### src/rtl/u8u16_pkg.sv
// ----------------------------------------------------------------------------
// u8u16_pkg
// Shared types and constants for the UTF-8 to UTF-16 transcoder.
// ----------------------------------------------------------------------------
package u8u16_pkg;

  // Configuration register indexes
  localparam int CFG_IDX_W = 1;
  localparam logic [CFG_IDX_W-1:0] REG_CODE_PAGE = 1'b0;
  localparam logic [CFG_IDX_W-1:0] REG_STRICT    = 1'b1;

  // Code pages that select UTF-8 decoding
  localparam logic [15:0] CP_UTF8    = 16'd65001;
  localparam logic [15:0] CP_ACP     = 16'd0;
  localparam logic [15:0] CP_CONSOLE = 16'd1;
  localparam logic [15:0] CP_THREAD  = 16'd3;
  localparam logic [15:0] CP_RESET   = CP_UTF8;

  localparam logic [15:0] REPL_UNIT    = 16'h003F;
  localparam logic [15:0] SURR_HI_BASE = 16'hD800;
  localparam logic [15:0] SURR_LO_BASE = 16'hDC00;
  localparam logic [20:0] SUPP_BASE    = 21'h010000;
  localparam logic [20:0] BMP_MAX      = 21'h00FFFF;
  localparam logic [20:0] CODE_MAX     = 21'h10FFFF;
  localparam logic [20:0] SURR_FIRST   = 21'h00D800;
  localparam logic [20:0] SURR_LAST    = 21'h00DFFF;

  localparam int MAX_UNITS = 4;

  typedef struct packed {
    logic utf8;
    logic strict;
  } cfg_t;

  typedef struct packed {
    logic [20:0] value;
    logic [2:0]  exp_len;
    logic [1:0]  held;
    logic        drop;
  } dec_state_t;

  // Results caused by one byte, handed from decoder to output buffer
  typedef struct packed {
    logic [MAX_UNITS-1:0][15:0] units;
    logic [1:0]                 last_idx;
    logic                       any;
    logic                       str_end;
    logic                       err;
  } dec_result_t;

endpackage

### src/rtl/u8u16_if.sv
// ----------------------------------------------------------------------------
// u8u16_if
// Valid/ready channels for source bytes and UTF-16 code units.
// ----------------------------------------------------------------------------
interface u8u16_byte_if;
  logic       valid;
  logic       ready;
  logic [7:0] in_byte;
  logic       last_byte;

  modport source (output valid, in_byte, last_byte, input ready);
  modport sink   (input valid, in_byte, last_byte, output ready);
endinterface

interface u8u16_unit_if;
  logic        valid;
  logic        ready;
  logic [15:0] code_unit;
  logic        run_last;
  logic        string_end;
  logic        bad_sequence;

  modport source (output valid, code_unit, run_last, string_end, bad_sequence,
                  input ready);
  modport sink   (input valid, code_unit, run_last, string_end, bad_sequence,
                  output ready);
endinterface

### src/rtl/u8u16_decode.sv
// ----------------------------------------------------------------------------
// u8u16_decode
// Sequence state and per-byte decode into up to four code units.
// ----------------------------------------------------------------------------
module u8u16_decode
  import u8u16_pkg::*;
(
  input  logic        clk,
  input  logic        rst,
  input  cfg_t        cfg,
  input  logic        accept,
  input  logic [7:0]  in_byte,
  input  logic        last_byte,
  output dec_result_t res
);

  dec_state_t  st;
  dec_state_t  st_next;
  logic        lead_ascii;
  logic [2:0]  lead_need;
  logic [20:0] lead_bits;
  logic        lead_early;
  logic        lead_bad;
  logic [15:0] lead_unit;
  logic        cont;
  logic [20:0] pv_new;
  logic [1:0]  bh_new;
  logic        done;
  logic [2:0]  q_int;
  logic [2:0]  q_trunc;
  logic        overlong;
  logic        v_bad;
  logic [20:0] d;
  logic [2:0]  cnt;

  // Lead byte classification
  always_comb begin
    lead_ascii = ~in_byte[7];
    priority if (in_byte[7:5] == 3'b110) begin
      lead_need  = 3'd2;
      lead_bits  = {16'd0, in_byte[4:0]};
      lead_early = (in_byte[4:1] == 4'd0);
    end else if (in_byte[7:4] == 4'b1110) begin
      lead_need  = 3'd3;
      lead_bits  = {17'd0, in_byte[3:0]};
      lead_early = 1'b0;
    end else if (in_byte[7:3] == 5'b11110) begin
      lead_need  = 3'd4;
      lead_bits  = {18'd0, in_byte[2:0]};
      lead_early = (in_byte[2:0] > 3'd4);
    end else begin
      lead_need  = 3'd0;
      lead_bits  = '0;
      lead_early = 1'b0;
    end
    lead_bad  = (lead_need == 3'd0) || (cfg.strict && lead_early) || last_byte;
    lead_unit = lead_ascii ? {8'd0, in_byte} : REPL_UNIT;
  end

  always_comb begin
    cont    = (in_byte[7:6] == 2'b10);
    pv_new  = {st.value[14:0], in_byte[5:0]};
    bh_new  = st.held + 2'd1;
    done    = ({1'b0, bh_new} + 3'd1) >= st.exp_len;
    q_int   = {1'b0, st.held} + 3'd1;
    q_trunc = {1'b0, bh_new} + 3'd1;

    overlong = ((st.exp_len == 3'd2) && (pv_new < 21'h80)) ||
               ((st.exp_len == 3'd3) && (pv_new < 21'h800)) ||
               ((st.exp_len == 3'd4) && (pv_new < SUPP_BASE));
    v_bad    = overlong || (pv_new > CODE_MAX) ||
               ((pv_new >= SURR_FIRST) && (pv_new <= SURR_LAST));
    d        = pv_new - SUPP_BASE;

    st_next   = st;
    res.units = '0;
    res.err   = 1'b0;
    cnt       = 3'd0;

    if (!cfg.utf8) begin
      // pass-through: zero-extend and wipe decoder state
      st_next      = '0;
      res.units[0] = {8'd0, in_byte};
      cnt          = 3'd1;
    end else if (st.drop) begin
      if (last_byte) begin
        st_next.drop = 1'b0;
      end
    end else if (st.exp_len == 3'd0) begin
      if (lead_ascii) begin
        res.units[0] = lead_unit;
        cnt          = 3'd1;
      end else if (lead_bad) begin
        if (cfg.strict) begin
          res.err      = 1'b1;
          st_next.drop = ~last_byte;
        end else begin
          res.units[0] = REPL_UNIT;
        end
        cnt = 3'd1;
      end else begin
        st_next.value   = lead_bits;
        st_next.exp_len = lead_need;
        st_next.held    = 2'd0;
      end
    end else if (cont) begin
      if (done) begin
        st_next.value   = '0;
        st_next.exp_len = '0;
        st_next.held    = '0;
        if (cfg.strict && v_bad) begin
          res.err      = 1'b1;
          st_next.drop = ~last_byte;
          cnt          = 3'd1;
        end else if (pv_new > BMP_MAX) begin
          // split into a surrogate pair, high unit first
          res.units[0] = SURR_HI_BASE + {5'd0, d[20:10]};
          res.units[1] = SURR_LO_BASE | {6'd0, d[9:0]};
          cnt          = 3'd2;
        end else begin
          res.units[0] = pv_new[15:0];
          cnt          = 3'd1;
        end
      end else if (last_byte) begin
        // truncated sequence at end of string
        st_next.value   = '0;
        st_next.exp_len = '0;
        st_next.held    = '0;
        if (cfg.strict) begin
          res.err = 1'b1;
          cnt     = 3'd1;
        end else begin
          for (int i = 0; i < MAX_UNITS; i++) begin
            if (3'(i) < q_trunc) begin
              res.units[i] = REPL_UNIT;
            end
          end
          cnt = q_trunc;
        end
      end else begin
        st_next.value = pv_new;
        st_next.held  = bh_new;
      end
    end else begin
      // interrupted sequence
      st_next.value   = '0;
      st_next.exp_len = '0;
      st_next.held    = '0;
      if (cfg.strict) begin
        res.err      = 1'b1;
        st_next.drop = ~last_byte;
        cnt          = 3'd1;
      end else begin
        for (int i = 0; i < MAX_UNITS; i++) begin
          if (3'(i) < q_int) begin
            res.units[i] = REPL_UNIT;
          end
        end
        if (lead_ascii || lead_bad) begin
          res.units[q_int[1:0]] = lead_unit;
          cnt = q_int + 3'd1;
        end else begin
          st_next.value   = lead_bits;
          st_next.exp_len = lead_need;
          cnt             = q_int;
        end
      end
    end

    res.any      = (cnt != 3'd0);
    res.last_idx = 2'(cnt - 3'd1);
    res.str_end  = last_byte || res.err;
  end

  always_ff @(posedge clk) begin
    if (rst) begin
      st <= '0;
    end else if (accept) begin
      st <= st_next;
    end
  end

endmodule

### src/rtl/u8u16_emit.sv
// ----------------------------------------------------------------------------
// u8u16_emit
// Result buffer: holds the units of one byte and drains one per cycle while units.ready is high.
// ----------------------------------------------------------------------------
module u8u16_emit
  import u8u16_pkg::*;
(
  input  logic                clk,
  input  logic                rst,
  input  logic                load,
  input  dec_result_t         res,
  output logic                take_ok,
  u8u16_unit_if.source        units
);

  logic                       busy;
  logic [MAX_UNITS-1:0][15:0] buf_units;
  logic [1:0]                 last_idx;
  logic [1:0]                 idx;
  logic                       str_end;
  logic                       err;
  logic                       at_last;
  logic                       xfer;

  assign at_last = (idx == last_idx);
  assign xfer    = busy && units.ready;
  // take a new byte when empty, or when the final unit leaves this cycle
  assign take_ok = !busy || (units.ready && at_last);

  assign units.valid        = busy;
  assign units.code_unit    = buf_units[idx];
  assign units.run_last     = at_last;
  assign units.string_end   = at_last && str_end;
  assign units.bad_sequence = err;

  always_ff @(posedge clk) begin
    if (rst) begin
      busy <= 1'b0;
      idx  <= '0;
    end else if (load && res.any) begin
      busy <= 1'b1;
      idx  <= '0;
    end else if (xfer) begin
      if (at_last) begin
        busy <= 1'b0;
      end else begin
        idx <= idx + 2'd1;
      end
    end
  end

  always_ff @(posedge clk) begin
    if (load && res.any) begin
      buf_units <= res.units;
      last_idx  <= res.last_idx;
      str_end   <= res.str_end;
      err       <= res.err;
    end
  end

endmodule

### src/rtl/utf8_to_utf16_transcoder_top.sv
// ----------------------------------------------------------------------------
// utf8_to_utf16_transcoder_top
// Byte stream in, UTF-16 code units out, with lenient or strict UTF-8 rules or zero-extending pass-through.
// ----------------------------------------------------------------------------
// One source byte is taken per transfer on the bytes channel, with last_byte
// marking the end of a string. Each byte is decoded in the cycle it is taken
// and its code units (zero to four) land in a result buffer that drains one
// unit per cycle on the units channel while units.ready is high. Plain text,
// one or no unit per byte, streams at one byte per clock while units.ready
// is high; a byte that yields more units holds the bytes channel until they
// have all left, since the single result buffer empties one unit per clock.
// The next byte is taken in the same cycle the last buffered unit leaves.
// run_last marks the last unit of each byte, string_end the last unit of a
// string or an error result, and bad_sequence a strict-mode error, after
// which bytes up to the next last_byte mark give no units. Write code_page
// and strict_check only while the block is idle.
// ----------------------------------------------------------------------------
module utf8_to_utf16_transcoder_top
  import u8u16_pkg::*;
(
  input  logic                 clk,
  input  logic                 rst,
  input  logic                 cfg_we,
  input  logic [CFG_IDX_W-1:0] cfg_index,
  input  logic [15:0]          cfg_data,
  u8u16_byte_if.sink           bytes,
  u8u16_unit_if.source         units
);

  logic [15:0] code_page;
  logic        strict_check;
  cfg_t        cfg;
  logic        take_ok;
  logic        accept;
  dec_result_t res;

  // Configuration registers
  always_ff @(posedge clk) begin
    if (rst) begin
      code_page    <= CP_RESET;
      strict_check <= 1'b0;
    end else if (cfg_we) begin
      unique case (cfg_index)
        REG_CODE_PAGE: code_page    <= cfg_data;
        REG_STRICT:    strict_check <= cfg_data[0];
        default:       ;
      endcase
    end
  end

  assign cfg.utf8   = (code_page == CP_ACP) || (code_page == CP_CONSOLE) ||
                      (code_page == CP_THREAD) || (code_page == CP_UTF8);
  assign cfg.strict = strict_check;

  // A byte transfer decodes immediately and loads the result buffer if it yields any unit
  assign bytes.ready = take_ok;
  assign accept      = bytes.valid && take_ok;

  u8u16_decode u_decode (
    .clk       (clk),
    .rst       (rst),
    .cfg       (cfg),
    .accept    (accept),
    .in_byte   (bytes.in_byte),
    .last_byte (bytes.last_byte),
    .res       (res)
  );

  u8u16_emit u_emit (
    .clk     (clk),
    .rst     (rst),
    .load    (accept),
    .res     (res),
    .take_ok (take_ok),
    .units   (units)
  );

endmodule
### src/flat_wrapper.sv
// flat-port wrapper written by rule: the top's interface ports become plain ports
module utf8_to_utf16_transcoder_top_flat import u8u16_pkg::*;
  (clk, rst, cfg_we, cfg_index, cfg_data, bytes_valid, bytes_in_byte, bytes_last_byte, bytes_ready, units_valid, units_code_unit, units_run_last, units_string_end, units_bad_sequence, units_ready);
  u8u16_byte_if bytes_i ();
  u8u16_unit_if units_i ();
  input  logic clk;
  input  logic rst;
  input  logic cfg_we;
  input  logic [CFG_IDX_W-1:0] cfg_index;
  input  logic [15:0] cfg_data;
  input wire logic [$bits(bytes_i.valid)-1:0] bytes_valid;
  input wire logic [$bits(bytes_i.in_byte)-1:0] bytes_in_byte;
  input wire logic [$bits(bytes_i.last_byte)-1:0] bytes_last_byte;
  output wire logic [$bits(bytes_i.ready)-1:0] bytes_ready;
  output wire logic [$bits(units_i.valid)-1:0] units_valid;
  output wire logic [$bits(units_i.code_unit)-1:0] units_code_unit;
  output wire logic [$bits(units_i.run_last)-1:0] units_run_last;
  output wire logic [$bits(units_i.string_end)-1:0] units_string_end;
  output wire logic [$bits(units_i.bad_sequence)-1:0] units_bad_sequence;
  input wire logic [$bits(units_i.ready)-1:0] units_ready;
  assign bytes_i.valid = bytes_valid;
  assign bytes_i.in_byte = bytes_in_byte;
  assign bytes_i.last_byte = bytes_last_byte;
  assign bytes_ready = bytes_i.ready;
  assign units_valid = units_i.valid;
  assign units_code_unit = units_i.code_unit;
  assign units_run_last = units_i.run_last;
  assign units_string_end = units_i.string_end;
  assign units_bad_sequence = units_i.bad_sequence;
  assign units_i.ready = units_ready;
  utf8_to_utf16_transcoder_top u_core (.clk(clk), .rst(rst), .cfg_we(cfg_we), .cfg_index(cfg_index), .cfg_data(cfg_data), .bytes(bytes_i), .units(units_i));
endmodule
### config.mk
export PLATFORM = sky130hd
export DESIGN_NAME = utf8_to_utf16_transcoder_top_flat
export DESIGN_NICKNAME = d
export VERILOG_FILES = /design/src/rtl/u8u16_pkg.sv /design/src/rtl/u8u16_if.sv /design/src/rtl/u8u16_decode.sv /design/src/rtl/u8u16_emit.sv /design/src/rtl/utf8_to_utf16_transcoder_top.sv /design/src/flat_wrapper.sv
export SDC_FILE = /design/constraint.sdc
export NUM_CORES = 1
export LEC_CHECK = 0
export ABC_AREA = 1
export ABC_CLOCK_PERIOD_IN_PS = 8250
export BUFFER_PORTS_ARGS = -buffer_cell sky130_fd_sc_hd__buf_2
export CAP_MARGIN = 40
export CORE_MARGIN = 2
export CORE_UTILIZATION = 45
export DETAILED_ROUTE_END_ITERATION = 8
export MAX_ROUTING_LAYER = met4
export PLACE_DENSITY = 0.73
export SLEW_MARGIN = 20
export SYNTH_ARGS = -nofsm -noshare
export SYNTH_HDL_FRONTEND = slang
export SYNTH_HIERARCHICAL = 1
export SYNTH_SLANG_ARGS = --single-unit
### constraint.sdc
create_clock -name clk -period 8.25 [get_ports clk]
set_input_delay 1.2375 -clock clk [delete_from_list [all_inputs] [get_ports clk]]
set_output_delay 1.2375 -clock clk [all_outputs]
set_load 0.03 [all_outputs]
==> After elaboration in Yosys (flattened, before gate mapping) <==
Cells that the tools add are included.
W data, S select, Z words.
{ "word_totals": {"inputBits": 31, "regBits": 109, "output_inout_bits": 21} }
{ "classes": {"n_eq_ne": 15, "magnitude_cmp": 20, "bitwise_logic": 5, "n_reduce_logical": 41, "n_addsub": 8, "mux": 103} }
{ "ops": {"columns": ["cell", "count"], "rows": [
  ["$mux W16", 25],
  ["$mux W64", 3],
  ["$mux W54", 2],
  ["$mux W32", 3],
  ["$mux W21", 4],
  ["$bwmux W64", 1],
  ["$mux W20", 3],
  ["$mux W6", 10],
  ["$mux W3", 14],
  ["$bmux W16 S2", 1],
  ["$demux W16 S2", 1],
  ["$mux W1", 24],
  ["$mux W8", 3],
  ["$ge A21 B16 Y1 const B", 1],
  ["$gt A21 B16 Y1 const B", 1],
  ["$gt A21 B21 Y1 const B", 1],
  ["$le A21 B16 Y1 const B", 1],
  ["$lt A21 B12 Y1 const B", 1],
  ["$lt A21 B17 Y1 const B", 1],
  ["$lt A21 B8 Y1 const B", 1],
  ["$sub A21 B17 Y21 const B", 1],
  ["$mux W18", 1],
  ["$add A15 B12 Y16 const A", 1],
  ["$eq A16 B1 Y1 const B", 1],
  ["other kinds (40)", 87]
]} }

==> Logic depth before layout (Yosys ltp) <==
Gate-level depths: netlist of run 1.
{ "logic_depth": {"depth_word": 18, "mapped_depth": 25} }

==> Hierarchy <==
The synthesis of run 1 kept the hierarchy.
{ "modules_own_cells": {"columns": ["mod", "cells_per_inst", "area_each_um2", "n_inst", "seq_area_each_um2"], "rows": [
  ["u8u16_decode", 549, 3200.6, 1, 420.4],
  ["u8u16_emit", 192, 2692.6, 1, 2102.0],
  ["utf8_to_utf16_transcoder_top", 111, 763.2, 1, 340.3]
]} }

==> Least setup slack after synthesis of run 1 <==
Ideal clock, no wire load.
{ "synth_path": {"path_kind": "input -> register", "startpoint": "input port bytes_in_byte[1]", "endpoint": "register u_core/u_emit/buf_units[0] (netlist name), enable pin", "path_stages": 18, "setup_time_ns": 0.423, "setup_slack_ns": 3.648, "t_arrival_ns": 4.179, "cell_sequence": "buf_2 -> nand2_1 -> nor2_1 -> nand2_1 -> nor2_1 -> nand2_1 -> a21oi_2 -> nand2_2 -> nand2_4 -> nand3_2 -> nor2_2 -> inv_2 -> nand3_1 -> inv_1 -> ha_1 -> o21ai_1 -> nand2_1 -> inv_1"} }
{ "synth_lines": {"columns": ["item", "line", "source"], "rows": [
  ["start, declared", "flat_wrapper.sv:12", "input wire logic [$bits(bytes_i.in_byte)-1:0] bytes_in_byte;"],
  ["end signal, assigned", "u8u16_emit.sv:54", "buf_units <= res.units;"],
  ["end, declared", "u8u16_emit.sv:17", "logic [MAX_UNITS-1:0][15:0] buf_units;"]
]} }

==> qor.yml, run 1 <==
synth:
  avgSynthCellArea_um2: 7.81
  synth_cell_types: 43
  postSynthCellCount: 852
  synth-simple-area-share_pct: 23.7
  synthAdderAreaFrac_pct: 2.07
  synth_compound_area_share_pct: 19.3
  postSynth.asyncResetShare_pct: 0
  synthXorXnorAreaFrac_pct: 0.526
  ys_seq_area_share_pct: 43.0
  synth_top_family_by_area: "simple AND/OR/NAND/NOR gates"
  synth_mux_area_share_pct: 0
  synth_ff_type: "edfxtp_1"
  ys_warn_count: 6
  netlist_area_um2: 6660
  ys_seq_elements: 109
  synth_edf_count: 68
cells_and_area:
  multi_input_area_um2: 3100
  diodes: 0
  area_growth_pct: 6.95
  drive_above_1_share_pct: 15.3
  final_util_pct: 49.2
  regArea_um2: 2860
  final_nets: 919
  fillers: 1409
  final_cell_area_um2: 7120
placed_design:
  placed_cell_area_um2: 6820
  io_buffer_count: 51
  routabilityCongestion: 1.03
  pre_cts_ws_ns: 3.47
  dp_hpwl_mm: 12.4
timing:
  post-route-min-period_ns: 4.71
  skew_ns: 0.0111
  fin_setup_tns_ns: 0
  hold_violations: 0
  worst_pin_slew_ns: 0.816
  fin_crit_sh_pct: 57.2
  rsz0062_at_grt: "false"
  slew_viol_final: 0
  setup_ws_ns: 3.54
  maxSlewHeadroom_pct: 45.6
  fmax_mhz: 212
  finalSetupViolCount: 0
setup_path:
  endpoint_kind: "flop"
  critical_path_class: "flop to flop"
  required_ns: 8.33
  startpoint: "u_core/u_decode/st[1]$_SDFFE_PP0P_"
  start_kind: "flop"
  crit_fanout: 64
  cp.arrival_ns: 4.79
  r2r_start: "u_core/u_decode/st[1]$_SDFFE_PP0P_"
run:
  maxCapViolations: 0
pwr:
  clkPwrFrac_pct: 30.5
  switchingPower_mw: 0.434
  power_density_nw_per_um2: 189
  p_leak_nw: 2.96
  p_int_mw: 0.910
  ir_drop_v: 0.000101
  switching_share_pct: 32.3
  total_power_mw: 1.34
  seqPwrFrac_pct: 47.5
  pwr-share-comb_pct: 22.0
die:
  ios: 52
  die_h_um: 126
  dieArea_um2: 15800
  rows: 44
  initial_core_util_pct: 46.0
  core_um2: 14500
  die_w_um: 126
routing:
  drt_wl_total_mm: 17.0
  antenna_left: 0
  drc_errors: 0
  via_count: 5807
  vias_per_cell: 5.45
  dr.pass1.iters: 6
  wl_per_cell_um: 16.0
  drt_iter0_markers: 720
clocking:
  htreeDepth: 3
  cts.sinks: 109
  clk_pin_slew_ns: 0.07
  cts_resized: 0
  cts_tree: "yes"
  hold_buffers: 0
  cts_setup_buffers: 0
  cts_root_buf: "clkbuf_16"
  worstSkewPairLatency_ns: 0.36
  clockBufferDepth: 2
  cts_buffers: 9
grt:
  antenna_found_initial: 0
  grt_max_degree: 67
  grtUsageTotal_pct: 22.6
  grt_pass1_wl_mm: 27.5
  gr-total-overflow: 0
  grt_pass1_vias: 5312
hold_path:
  hold_path.class: "flop to flop"
  hold_start: "u_core/code_page[11]$_SDFFE_PP1P_"
run_status:
  outcome: "finished, final reports clean"
[worst paths after layout]
path / slack [ns] / depth (start not counted) / endpoint
worst max register to register: 3.54 / 22 / u_core/u_emit/buf_units[37]$_DFFE_PP_
worst min register to register: 0.49 / 2 / u_core/code_page[11]$_SDFFE_PP1P_
worst max-delay path: 3.54 / 22 / u_core/u_emit/buf_units[37]$_DFFE_PP_
worst min-delay path: 0.49 / 2 / u_core/code_page[11]$_SDFFE_PP1P_
[per-stage QoR]
stage / cells / hold slack (ns)
after floorplan: 870 / 0.451
after global placement: 1049 / 0.471
after detailed placement: 1049 / 0.475
after CTS: 1064 / 0.491
after global routing: 1065 / 0.503
final: 1065 / 0.485
[layer usage]
| metal | global-route usage, % | wire length, µm |
|---|---|---|
| met1 | 32.1 | 7940 |
| met5 | - | 0 |
| met3 | 3.53 | 1080 |
| met2 | 33.2 | 7500 |
| met4 | 7.52 | 478 |
[area by class of cell]
class	instances	area share (%)
Sequential cell	109	40.2
Clock inverter	6	0.685
Timing Repair Buffer	54	4.18
Clock buffer	9	3.16
Tap cell	184	3.23
Multi-Input combinational cell	611	43.6
Inverter	92	4.92
[critical path, stage by stage, from the launching register on]
cell      delay [ns]
dfxtp_1         0.46
inv_1           0.19
ha_1            0.36
nor2_1          0.18
clkinv_1        0.26
ha_1            0.38
nand2_1         0.06
nor2_1          0.04
a211oi_1        0.17
nand2_1         0.31
a21oi_1         0.30
o21ai_0         0.22
nand2_1         0.17
nand2_1         0.06
nand2_1         0.07
nand2_1         0.05
a21oi_1         0.31
ha_1            0.20
o21ai_1         0.06
nand2_1         0.12
inv_2           0.06
buf_4           0.16
buf_16          0.21
[registers in the layout, summed over array words and instances, names as in the netlist, 2 cells and up]
name	count
u_core/u_emit/buf_units	64
u_core/u_emit/last_idx	2
u_core/u_emit/idx	2
u_core/u_decode/pv_new	15
u_core/u_decode/st	6
u_core/code_page	16
[cells in the final DEF, fill, tap and decap left out, drive strengths merged, types with 11 or more instances in the layout]
master	synthesis	routed
nand2	170	170
nor2	127	127
o21ai	98	98
inv	89	91
a21oi	71	71
edfxtp	68	68
buf	50	54
dfxtp	41	41
nand3	41	41
conb	1	19
o22ai	17	17
a211oi	14	14
nor3	13	13
ha	11	11
[cell usage after synthesis, types with 4 or more instances]
cell / instances / area, µm²
o21ai_0: 75 / 375
nor2_2: 11 / 68.8
buf_4: 30 / 225
o21ai_1: 23 / 115
a211oi_2: 13 / 163
nor2_4: 5 / 56.3
clkbuf_1: 6 / 22.5
dfxtp_1: 41 / 821
nand4_1: 4 / 25.0
buf_2: 11 / 55.1
ha_1: 11 / 138
buf_6: 8 / 90.1
inv_2: 13 / 48.8
o22ai_1: 17 / 106
nand3_1: 39 / 195
edfxtp_1: 68 / 2040
o211ai_1: 6 / 45.0
nand2_1: 155 / 582
a21oi_1: 69 / 345
nor2_1: 111 / 417
inv_1: 74 / 278
nor3_1: 11 / 55.1
nand2_2: 12 / 75.1
a22oi_1: 8 / 60.1
[cell families after synthesis]
logic type      after synthesis
simple gates                358
xor+xnor                      4
flops                       109
other cells                   1
compound gates              219
buf+inv                     150
fa+ha+maj                    11
[power groups by stage]
stage	clock network, mW	logic (mW)	registers [mW]
floorplan	0	0.227	0.646
global placement	0	0.285	0.650
detailed placement	0	0.286	0.651
CTS	0.417	0.287	0.639
global route	0.440	0.325	0.642
finish	0.409	0.296	0.638
No activity file was read; power rests on OpenSTA's default activity.
==> inputs of run 2 (changes only) <==
ABC_CLOCK_PERIOD_IN_PS = 3900   (was 8250)
PLACE_DENSITY = 0.75   (was 0.73)
clock period = 3.9 ns   (was 8.25 ns; I/O delays follow)
==> qor.yml, run 2 (synthesized netlist as in run 1, its figures left out) <==
hold_path:
  hold_path.class: "input port to flop"
  hold_start: "cfg_data[13]"
  hold_depth: 3  # +1
  hold_end: "u_core/code_page[13]$_SDFFE_PP1P_"
placed_design:
  routabilityCongestion: 1.02  # -0.43%
  pre_cts_ws_ns: 0.343  # -3.13 ns
  dp_hpwl_mm: 12.6  # +1.6%
  place_inst: 1063  # +1.3%
  placed_cell_area_um2: 6980  # +2.4%
  io_buffer_count: 51  # unchanged
routing:
  drt_wl_total_mm: 17.2  # +1.2%
  antenna_left: 0  # unchanged
  via_count: 5846  # +0.67%
  vias_per_cell: 5.41  # -0.73%
  wl_per_cell_um: 15.9  # -0.25%
  drt_iter0_markers: 650  # -9.7%
  drc_errors: 0  # unchanged
  dr.pass1.iters: 8  # +2
timing:
  rsz0062_at_grt: "false"
  post-route-min-period_ns: 3.57  # -1.15 ns
  setup_ws_ns: 0.332  # -3.20 ns
  hold_violations: 0  # unchanged
  maxSlewHeadroom_pct: 49.8  # +4.2 points
  fmax_mhz: 280  # +32%
  skew_ns: 0.0101  # -0.000993 ns
  finalSetupViolCount: 0  # unchanged
  slew_viol_final: 0  # unchanged
  fin_crit_sh_pct: 91.5  # +34 points
  holdWs_ns: 0.447  # -0.0384 ns
  fin_setup_tns_ns: 0  # unchanged
  worst_pin_slew_ns: 0.752  # -0.0641 ns
clocking:
  worstSkewPairLatency_ns: 0.35  # about the same
  clockBufferDepth: 2  # unchanged
  cts_tree: "yes"
  cts.sinks: 109  # unchanged
  clk_pin_slew_ns: 0.07  # about the same
  htreeDepth: 3  # unchanged
  cts_buffers: 9  # unchanged
  cts_root_buf: "clkbuf_16"
setup_path:
  cp.arrival_ns: 3.59  # -1.20 ns
  start_kind: "flop"
  crit_fanout: 65  # +1.6%
  r2r_start: "u_core/u_decode/st[1]$_SDFFE_PP0P_"
  reg2reg_to: "u_core/u_emit/buf_units[40]$_DFFE_PP_"
  rrSetupSlack_ns: 0.33  # -3.20 ns
  required_ns: 3.92  # -4.41 ns
  endpoint_kind: "flop"
  reg2regPathDepth: 20  # -9.1%
  critical_path_class: "flop to flop"
cells_and_area:
  final_common_cell: "nand2_1"
  fillers: 1408  # -0.071%
  largest_reg_flops: 64  # unchanged
  area_growth_pct: 9.92
  diodes: 0  # unchanged
  final_cell_area_um2: 7320  # +2.8%
  fin_cells: 1080  # +1.4%
  reg_top3: "u_core/u_emit/buf_units (64), u_core/code_page (16), u_core/u_decode/pv_new (15)"
  regMostFlops: "u_core/u_emit/buf_units"
  final_cell_mix: "155 x nand2_1, 110 x nor2_1, 74 x o21ai_0"
  drive_above_1_share_pct: 18.1  # +2.8 points
  final_nets: 933  # +1.5%
grt:
  gr-total-overflow: 0  # unchanged
  grt-busiest-layer: "met2"
  use_met3_pct: 2.72  # -0.81 points
  grt_pass1_wl_mm: 28.4  # +3.1%
  grt_max_degree: 66  # -1.5%
  use_met1_pct: 31.8  # -0.35 points
  use_met2_pct: 35.9  # +2.7 points
  antenna_found_initial: 0  # unchanged
  grt_pass1_vias: 5503  # +3.6%
  grtUsageTotal_pct: 23.0  # +0.35 points
die:
  core_um2: 14500  # unchanged
  initial_core_util_pct: 46.0  # unchanged
  die_h_um: 126  # unchanged
  rows: 44  # unchanged
  die_w_um: 126  # unchanged
  dieArea_um2: 15800  # unchanged
  ios: 52  # unchanged
pwr:
  ir_drop_v: 0.000272  # +170%
  p_leak_nw: 3.05  # +3.0%
  power_density_nw_per_um2: 406  # +110%
run:
  maxCapViolations: 0  # unchanged
run_status:
  outcome: "finished, final reports clean"
run 2: through the flow:
stage                     util, %  power (mW)
after floorplan                 -        1.86
after global placement       48.2        2.00
after detailed placement     48.2        2.00
after CTS                    50.5        2.97
after global routing         50.5        3.11
final                        50.5        2.97
run 2: worst max-delay path: stages, from the launching register on:
cell        delay, ns
dfxtp_4          0.40
inv_4            0.07
ha_2             0.26
nor2_4           0.17
clkinv_4         0.11
ha_4             0.28
nand2_1          0.04
nor2_1           0.08
a211oi_1         0.05
nand2_1          0.12
buf_4            0.16
nand3_2          0.13
nor2_2           0.25
inv_2            0.09
nand3_1          0.10
inv_1            0.05
ha_1             0.17
o21ai_1          0.07
nand2_1          0.12
clkinvlp_4       0.16
buf_12           0.30
run 2: where the power goes:
group | total (mW) | internal [mW] | switching, mW | leakage [nW]
sequential | 1.35 | 1.31 | 0.0389 | 1.01
clock | 0.971 | 0.519 | 0.453 | 0.158
combinational | 0.647 | 0.196 | 0.451 | 1.88
total | 2.97 | 2.02 | 0.943 | 3.05
run 2: per-layer routing:
metal | vias up | part of all wire, %
li1 | 2903 | -
met1 | 2706 | 45
met2 | 213 | 46
met3 | 24 | 6.2
met4 | 0 | 2.0
met5 | - | 0
run 2: cell type report:
class	count	area [µm²]	area share, %
clock buffers	9	225	3.08
clock inverters	7	100	1.37
inverters	92	362	4.94
multi-input cells	611	3140	42.9
flip-flops and latches	109	2870	39.2
well taps	184	230	3.15
repair buffers	68	395	5.40
run 2: worst max path at each step:
stage | startpoint | endpoint | slack (ns) | depth (start not counted)
finish | u_core/u_decode/st[1]$_SDFFE_PP0P_ | u_core/u_emit/buf_units[40]$_DFFE_PP_ | 0.33 | 20
global route | u_core/u_decode/st[1]$_SDFFE_PP0P_ | u_core/u_emit/idx[1]$_SDFFE_PP0P_ | 0.08 | 24
CTS | u_core/u_decode/st[2]$_SDFFE_PP0P_ | u_core/u_emit/idx[0]$_SDFFE_PP0P_ | 0.30 | 24
detailed placement | u_core/u_decode/st[2]$_SDFFE_PP0P_ | u_core/u_emit/idx[0]$_SDFFE_PP0P_ | 0.34 | 24
global placement | bytes_in_byte[1] | u_core/u_emit/buf_units[56]$_DFFE_PP_ | 0.38 | 19
floorplan | u_core/u_decode/st[1]$_SDFFE_PP0P_ | u_core/u_emit/buf_units[0]$_DFFE_PP_ | -0.06 | 22
run 2: what timing repair did:
item                                    4_1_cts  5_1_grt
gates resized for setup                       0        1
endpoints found under the setup margin        0        2
buffers inserted                              0        1
hold buffers                                  0        0
==> inputs of run 3 (changes only) <==
REMOVE_ABC_BUFFERS = 1   (was default)
==> qor.yml, run 3 (synthesized netlist as in run 1, its figures left out) <==
run_status:
  outcome: "finished, final reports clean"
setup_path:
  start_kind: "flop"
  reg2reg_to: "u_core/u_emit/buf_units[48]$_DFFE_PP_"
  required_ns: 3.93  # about the same
  crit_fanout: 30  # -54%
  endpoint_kind: "flop"
  r2r_start: "u_core/u_decode/st[2]$_SDFFE_PP0P_"
  rrSetupSlack_ns: 0.40  # +0.07 ns
  reg2regPathDepth: 21  # +5.0%
  critical_path_class: "flop to flop"
  cp.arrival_ns: 3.53  # -0.06 ns
placed_design:
  io_buffer_count: 51  # unchanged
  dp_hpwl_mm: 12.4  # -1.4%
  routabilityCongestion: 0.988  # -3.3%
  placed_cell_area_um2: 6910  # -0.99%
routing:
  drt_wl_total_mm: 17.2  # +0.18%
  vias_per_cell: 5.52  # +2.0%
  drc_errors: 0  # unchanged
  via_count: 5950  # +1.8%
  antenna_left: 0  # unchanged
  wl_per_cell_um: 16.0  # +0.37%
  dr.pass1.iters: 5  # -3
  drt_iter0_markers: 746  # +15%
timing:
  slew_viol_final: 0  # unchanged
  skew_ns: 0.00820  # -0.00192 ns
  worst_pin_slew_ns: 0.679  # -0.0734 ns
  finalSetupViolCount: 0  # unchanged
  hold_violations: 0  # unchanged
  rsz0062_at_grt: "false"
  post-route-min-period_ns: 3.50  # -0.0686 ns
  fmax_mhz: 286  # +2.0%
  fin_crit_sh_pct: 89.7  # -1.8 points
  maxSlewHeadroom_pct: 54.7  # +4.9 points
  fin_setup_tns_ns: 0  # unchanged
pwr:
  seqPwrFrac_pct: 46.1  # +0.7 points
  p_leak_nw: 3.03  # -0.56%
  switchingPower_mw: 0.961  # +1.9%
  p_int_mw: 1.96  # -3.0%
  pwr-share-comb_pct: 22.4  # +0.6 points
  clkPwrFrac_pct: 31.5  # -1.2 points
  switching_share_pct: 32.9  # +1.1 points
  ir_drop_v: 0.000196  # -28%
  power_density_nw_per_um2: 404  # -0.30%
cells_and_area:
  reg_top3: "u_core/u_emit/buf_units (64), u_core/code_page (16), u_core/u_decode/pv_new (15)"
  final_nets: 931  # -0.21%
  largest_reg_flops: 64  # unchanged
  final_common_cell: "nand2_1"
  diodes: 0  # unchanged
  area_growth_pct: 8.65
  drive_above_1_share_pct: 17.0  # -1.1 points
  regMostFlops: "u_core/u_emit/buf_units"
  final_cell_area_um2: 7230  # -1.2%
  fillers: 1420  # +0.85%
  final_cell_mix: "155 x nand2_1, 111 x nor2_1, 75 x o21ai_0"
hold_path:
  hold_depth: 3  # unchanged
  hold_start: "cfg_data[15]"
  hold_path.class: "input port to flop"
  hold_end: "u_core/code_page[15]$_SDFFE_PP1P_"
die:
  core_um2: 14500  # unchanged
  rows: 44  # unchanged
  die_w_um: 126  # unchanged
  die_h_um: 126  # unchanged
  ios: 52  # unchanged
  dieArea_um2: 15800  # unchanged
  initial_core_util_pct: 46.0  # unchanged
grt:
  grt_pass1_vias: 5263  # -4.4%
  gr-total-overflow: 0  # unchanged
  grt_max_degree: 40  # -39%
  grt_pass1_wl_mm: 27.4  # -3.6%
  grtUsageTotal_pct: 22.3  # -0.68 points
  antenna_found_initial: 0  # unchanged
clocking:
  cts_root_buf: "clkbuf_16"
  cts.sinks: 109  # unchanged
  cts_buffers: 9  # unchanged
  htreeDepth: 3  # unchanged
  cts_tree: "yes"
  clk_pin_slew_ns: 0.07  # about the same
  worstSkewPairLatency_ns: 0.36  # about the same
  clockBufferDepth: 2  # unchanged
run:
  maxCapViolations: 0  # unchanged
-- run 3: changes by cell type in the layout (fill, tap and decap cells not counted), sizes merged --
cell and change:
clkinv -1, inv +3, clkinvlp -1, bufinv -1, buf -2
-- run 3: routing by layer --
metal / global-route usage [%] / routed length [µm] / vias to the layer above
met5: - / 0 / -
met4: 7.32 / 412 / 0
li1: - / - / 2898
met3: 3.23 / 1330 / 45
met1: 30.9 / 7800 / 2746
met2: 33.8 / 7680 / 261
-- run 3: repair_timing --
action / CTS / global route
resized for setup: 0 / 3
setup endpoints to repair: 0 / 70
buffers inserted: 0 / 2
hold buffers: 0 / 0
-- run 3: stage by stage --
| stage | cells | power [mW] | utilization [%] | setup slack [ns] | hold slack (ns) |
|---|---|---|---|---|---|
| after floorplan | 812 | 1.80 | - | -0.572 | 0.451 |
| after global placement | 1060 | 2.00 | 47.7 | 0.415 | 0.466 |
| after detailed placement | 1060 | 2.00 | 47.7 | 0.255 | 0.471 |
| after CTS | 1076 | 2.91 | 49.8 | 0.251 | 0.424 |
| after global routing | 1078 | 3.05 | 49.9 | 0.0354 | 0.445 |
| final | 1078 | 2.92 | 49.9 | 0.400 | 0.433 |
-- run 3: worst max-delay path by stage --
stage	start	slack [ns]	end
2_1_floorplan	u_core/code_page[7]$_SDFFE_PP1P_	-0.57	u_core/u_emit/buf_units[0]$_DFFE_PP_
3_3_place_gp	u_core/u_decode/st[1]$_SDFFE_PP0P_	0.42	u_core/u_emit/buf_units[1]$_DFFE_PP_
3_5_place_dp	u_core/u_decode/st[1]$_SDFFE_PP0P_	0.25	u_core/u_emit/buf_units[33]$_DFFE_PP_
4_1_cts	u_core/u_decode/st[1]$_SDFFE_PP0P_	0.25	u_core/u_emit/buf_units[17]$_DFFE_PP_
5_1_grt	u_core/u_decode/st[2]$_SDFFE_PP0P_	0.04	u_core/u_emit/buf_units[17]$_DFFE_PP_
6_report	u_core/u_decode/st[2]$_SDFFE_PP0P_	0.40	u_core/u_emit/buf_units[48]$_DFFE_PP_
-- run 3: area by class of cell --
cell class	count	area [µm²]	share of cell area, %
inverter	92	350	4.84
multi-input combinational	611	3110	43.0
timing repair buffer	66	380	5.26
clock buffer	9	225	3.11
tap	184	230	3.18
clock inverter	7	75.1	1.04
sequential	109	2860	39.6
-- run 3: power groups by stage --
stage               logic [mW]  clock network (mW)  registers [mW]
detailed placement       0.626                   0            1.37
global route             0.713               0.980            1.36
global placement         0.623                   0            1.37
CTS                      0.630               0.935            1.35
floorplan                0.427                   0            1.37
finish                   0.654               0.921            1.35
-- run 3: critical path: stages, from the launching register on --
cell	delay, ns
dfxtp_1	0.40
inv_1	0.11
ha_1	0.31
nor2_1	0.18
clkinv_1	0.10
ha_1	0.30
nand2_1	0.07
nor2_1	0.04
a211oi_1	0.16
nand2_1	0.11
buf_4	0.16
nand3_2	0.09
nand2_1	0.06
nand2_1	0.05
nand2_1	0.05
nand2_1	0.06
a21oi_1	0.08
ha_1	0.20
o21ai_1	0.07
nand2_1	0.09
inv_2	0.10
buf_4	0.35
